===== src/rtl/core/ffha_next.sv =====
// Block-walk unit: start granule of the block after a given block.
// No dependencies; shared by allocate, free and query walks.
module ffha_next #(
	parameter int POOL_GRANULES = 16384
) (
	input  logic [$clog2(POOL_GRANULES):0] idx,
	input  logic [$clog2(POOL_GRANULES):0] size,
	output logic [$clog2(POOL_GRANULES):0] nxt
);
	localparam int SZW = $clog2(POOL_GRANULES) + 1;
	localparam logic [SZW:0] POOL_END = (SZW+1)'(POOL_GRANULES);

	logic [SZW:0] sum;

	// step over the block; a zero size or overrun ends the walk
	always_comb begin
		sum = {1'b0, idx} + {1'b0, size};
		if (size == '0 || sum >= POOL_END) begin
			nxt = SZW'(POOL_GRANULES);
		end else begin
			nxt = sum[SZW-1:0];
		end
	end
endmodule


===== config.mk =====
export PLATFORM = sky130hd
export DESIGN_NAME = ffha_next
export DESIGN_NICKNAME = d
export VERILOG_FILES = /design/src/rtl/core/ffha_next.sv
export SDC_FILE = /design/constraint.sdc
export NUM_CORES = 1
export LEC_CHECK = 0
export BUFFER_PORTS_ARGS = -buffer_cell sky130_fd_sc_hd__buf_2
export CELL_PAD_IN_SITES_DETAIL_PLACEMENT = 2
export CELL_PAD_IN_SITES_GLOBAL_PLACEMENT = 2
export CORE_MARGIN = 2
export CORE_UTILIZATION = 26
export DETAILED_ROUTE_END_ITERATION = 6
export GPL_TIMING_DRIVEN = 0
export PLACE_DENSITY_LB_ADDON = 0.1
export RECOVER_POWER = 100
export SYNTH_ARGS = -nofsm -noshare
export SYNTH_HDL_FRONTEND = slang
export SYNTH_SLANG_ARGS = --single-unit

===== constraint.sdc =====
create_clock -name vclk -period 4.2
set_clock_uncertainty 0.05 [all_clocks]
set_input_delay 0.84 -clock vclk [all_inputs]
set_output_delay 0.84 -clock vclk [all_outputs]
set_load 0.01 [all_outputs]

==> out/results.txt, run 1 <==
crit path kind: in2out
drt first pass iters: 6
hold_buf cts: 0
peak supply drop: 0.05405 mV
fin crit period: 4.035 ns
count of cell types in the netlist: 39
CP required: 3.31 ns
nets: 221
Critical Path Fanout Max: 10
fin util: 0.3586
Critical Path Start Type: input pin
post-route total power: 0.1916 mW
RSZ-0062 raised after global routing: no
mux cell area share after synthesis: 0.01058
largest family of logic cells by synthesized area: simple AND/OR/NAND/NOR gates
via density per instance: 5.292
Leak: 0.5315 nW
I/O pin count: 45
FP Rows: 21
via count: 1159
Die Y: 64.32 um
XOR/XNOR Fraction of Synth Area: 0.07407
Relative slew margins: 0.7312
Compound-Gate Fraction of Synth Area: 0.2791
Post-CTS Resized: 1
initial antenna violation count: 0
Post-CTS Setup Repair Bufs: 0
Max Cap Violations: 0
Sum Neg Setup Slack: 0 ns
starting density of the core: 0.2769
worst slack, placed: -0.02859 ns
status: finished clean
Slew @ Worst Pin: 0.4024 ns
commonest non-fill, non-tap cell in the layout: buf_2
final worst slack: 0.1651 ns
WHS: 2.172 ns
first-pass GRT wire length: 5595 um
clkbuf count: 0
register area: 0 um2
Synth Area in Adders: 0.2196
Final Hold Vio Count: 0
vias in the first global route: 1182
Post-Synth Simple-Gate Area: 0.3664
hold path depth: 5
Layout area overhead: 29.50%
largest net degree at the start of global routing: 11
DRT antenna net count: 0
drt wl/cell: 16.05 um
HPWL after detailed placement: 3112 um
antenna cells: 0
share of cells above drive strength 1: 0.3468
Final Cycle Share: 0.9607
most frequent cells in the layout: 35 x buf_2, 15 x ha_1, 13 x nand2_1
Slew Limit Fails: 0
f_max: 0.2478 GHz
I/O Buffers: 45
Core Region: 3416 um2
total gr overflow: 0
CP startpoint: size[0]
Mapped Cells: 128
CP arrival: 3.14 ns
Synth warnings: 0
Final Wtd Congestion: 0.7542
Chip Width: 64.32 um
count of final setup violators: 0
DRT Wirelength: 3516 um
Avg Inst Size Synth: 7.390 um2
DRC errors left: 0
Worst Setup End Kind: output port
die area: 4136 um2
Synth Net Count: 174
CP endpoint: nxt[9]
mapped cell area: 945.9 um2
FFs & Latches: 0
gr usage total: 0.1689
Cell Pwr Density: 156.4 nW/um2
worst min-delay path class: in2out
sequential area share after synthesis: 0
starting DRC count in detailed routing: 21
## synth_stat cells
library cell,n,share of area
a2111oi_2,1,0.016
a211oi_1,5,0.040
a21o_1,2,0.016
a21oi_1,10,0.053
a21oi_2,1,0.0093
a2bb2oi_1,1,0.0093
a31oi_1,2,0.013
and3b_1,1,0.0093
buf_2,2,0.011
buf_6,1,0.012
buf_8,1,0.016
fa_1,1,0.021
ha_1,15,0.20
inv_1,3,0.012
mux2i_1,1,0.011
nand2_1,13,0.052
nand3_1,2,0.011
nand3b_1,1,0.0079
nand4_1,2,0.013
nor2_1,9,0.036
nor2_2,1,0.0066
nor2b_1,2,0.013
nor3_1,5,0.026
nor3_2,9,0.095
nor3b_1,2,0.016
nor3b_2,2,0.026
nor4_1,5,0.033
o211ai_1,1,0.0079
o211ai_2,1,0.013
o21a_1,5,0.040
o21a_2,1,0.0093
o21ai_0,6,0.032
o21bai_1,1,0.0079
o22ai_1,2,0.013
or2_1,1,0.0066
or2_2,1,0.0066
or4_1,1,0.0079
xnor2_1,5,0.046
xor2_1,3,0.028
## worst min path at each step
| stage | slack (ns) | to | startpoint |
|---|---|---|---|
| after global routing | 2.22 | nxt[0] | idx[0] |
| after CTS | 2.18 | nxt[1] | size[1] |
| after detailed placement | 2.18 | nxt[1] | idx[1] |
| after global placement | 2.13 | nxt[0] | idx[0] |
| after floorplan | 1.91 | nxt[1] | size[1] |
| final | 2.17 | nxt[1] | size[1] |
## routing by layer
metal,share of wire,wire (um),track usage
met4,0.0023,8,0.005319
met2,0.50,1741,0.3203
met1,0.46,1630,0.2208
met3,0.039,136,0.007042
met5,0,0,0
## power breakdown
part           internal [mW]  switching [mW]  leakage (nW)
Sequential                 0               0             0
Clock                      0               0             0
Combinational         0.0802           0.111         0.531
Total                 0.0802           0.111         0.531
## area by class of cell
cell class,count,area [um2]
multi-input cells,121,904.6
repair buffers,45,215.2
plain buffers,4,36.28
fillers,429,2191
inverters,3,11.26
well taps,46,57.56
## per-stage QoR
stage                     area [um2]  cells
after global routing            1225    219
after CTS                       1232    219
after global placement          1229    219
final                           1225    219
after floorplan                945.9    128
after detailed placement        1229    219
## critical path: stages
cell and delay, ns:
buf_2 0.09, ha_1 0.15, inv_1 0.06, fa_1 0.39, nor2b_2 0.20, o21bai_1 0.13, a21oi_2 0.24, mux2i_1 0.28
o211ai_2 0.21, buf_6 0.22, nor3_2 0.16, clkbuf_1 0.16
## cell families after synthesis
kind of cell	count (synthesis)
buffers and inverters	7
AND/OR/NAND/NOR	57
multiplexers	1
AO/OA/AOI/OAI	39
adder cells (fa/ha/maj)	16
XOR/XNOR	8
Note: power is estimated with default switching activity, not from simulation.
==> run 2, diff against run 1 <==
--- a/config.mk
+++ b/config.mk
@@ -5,7 +5,7 @@
 export SDC_FILE = /design/constraint.sdc
 export NUM_CORES = 1
 export LEC_CHECK = 0
-export BUFFER_PORTS_ARGS = -buffer_cell sky130_fd_sc_hd__buf_2
+export BUFFER_PORTS_ARGS = -buffer_cell sky130_fd_sc_hd__buf_4
 export CELL_PAD_IN_SITES_DETAIL_PLACEMENT = 2
 export CELL_PAD_IN_SITES_GLOBAL_PLACEMENT = 2
 export CORE_MARGIN = 2
==> out/results.txt, run 2 (synthesized netlist as in run 1, its figures left out) <==
starting DRC count in detailed routing: 27
Sum Neg Setup Slack: 0 ns
DRT antenna net count: 0
largest net degree at the start of global routing: 11
status: finished clean
filler-free cell count of the finished design: 221
delay-heaviest family, CP: compound AO/OA/AOI/OAI gates
commonest non-fill, non-tap cell in the layout: buf_4
Placed Instances: 219
Sw Pwr: 0.1134 mW
nets: 223
Die Y: 64.32 um
Relative slew margins: 0.7439
Layout area overhead: 41.53%
register area: 0 um2
Critical Path Fanout Max: 10
HPWL after detailed placement: 3127 um
I/O Buffers: 45
peak supply drop: 0.05503 mV
Final Cycle Share: 0.9427
internal power: 0.09461 mW
CP cell instances: buf_4 > ha_1 > inv_1 > fa_1 > nor2b_2 > o21bai_1 > a21oi_2 > mux2i_1 > o211ai_2 > buf_6 > nor3_2 > clkbuf_1
worst min-delay path class: in2out
CP arrival: 3.07 ns
drt wl/cell: 16.05 um
share of cells above drive strength 1: 0.3600
clock share of power: 0
max incr delay on CP: 0.38 ns
DRC errors left: 0
final worst slack: 0.2408 ns
RSZ-0062 raised after global routing: no
CP required: 3.31 ns
initial antenna violation count: 0
DRT Wirelength: 3547 um
Cell Pwr Density: 155.3 nW/um2
Comb power frac: 1.000
most frequent cells in the layout: 39 x buf_4, 15 x ha_1, 13 x nand2_1
Slew Limit Fails: 0
die area: 4136 um2
Max Cap Violations: 0
Slew @ Worst Pin: 0.3833 ns
f_max: 0.2526 GHz
via count: 1186
gr usage total: 0.1712
Worst Setup End Kind: output port
fin crit period: 3.959 ns
drt first pass iters: 4
worst slack, placed: 0.005449 ns
clkbuf count: 0
post-route total power: 0.2080 mW
starting density of the core: 0.2769
antenna cells: 0
Leak: 0.5738 nW
switching part of the total: 0.5451
crit path kind: in2out
FP Rows: 21
share of power burned in registers: 0
Core Region: 3416 um2
count of final setup violators: 0
Final Wtd Congestion: 0.8004
total gr overflow: 0
first-pass GRT wire length: 5802 um
Chip Width: 64.32 um
slowest cell on the critical path: fa_1
Final Hold Vio Count: 0
vias in the first global route: 1214
Bufs and invs on worst path: 4
I/O pin count: 45
Critical Path Start Type: input pin
FFs & Latches: 0
via density per instance: 5.367
-- run 2: area by class of cell --
type | instances | area (um2)
multi-input cells | 121 | 910.9
fillers | 413 | 2077
plain buffers | 4 | 36.28
inverters | 3 | 11.26
well taps | 46 | 57.56
repair buffers | 47 | 322.8
-- run 2: final timing paths --
| check | startpoint | endpoint | slack (ns) | cells past startpoint |
|---|---|---|---|---|
| min | idx[0] | nxt[0] | 2.17 | 4 |
| max | size[0] | nxt[9] | 0.24 | 12 |
-- run 2: stage by stage --
step,util,area [um2],hold slack (ns)
after CTS,0.3927,1341,2.194
after global routing,0.3919,1339,2.201
after global placement,0.3927,1341,2.139
after floorplan,-,945.9,1.906
final,0.3919,1339,2.173
after detailed placement,0.3927,1341,2.191
-- run 2: power groups by stage --
stage	Sequential, mW	Combinational [mW]	Clock, mW
2_1_floorplan	0	0.132	0
3_3_place_gp	0	0.203	0
3_5_place_dp	0	0.212	0
4_1_cts	0	0.213	0
5_1_grt	0	0.231	0
6_report	0	0.208	0
-- run 2: metal layers --
metal | vias up | GRT usage | wire, um
met3 | 0 | 0.007042 | 119
met5 | - | 0 | 0
met2 | 28 | 0.3112 | 1749
met4 | 0 | 0 | 0
li1 | 580 | - | -
met1 | 578 | 0.2371 | 1678
-- run 2: repair_timing --
action | CTS | global route
setup endpoints to repair | 0 | 15
gates resized for setup | 0 | 4
buffers inserted | 0 | 2
hold buffers | 0 | 0
-- run 2: worst min-delay path, cell delays in order --
cell and delay (ns):
buf_4 0.08, ha_1 0.21, nor3b_1 0.13, clkbuf_1 0.12
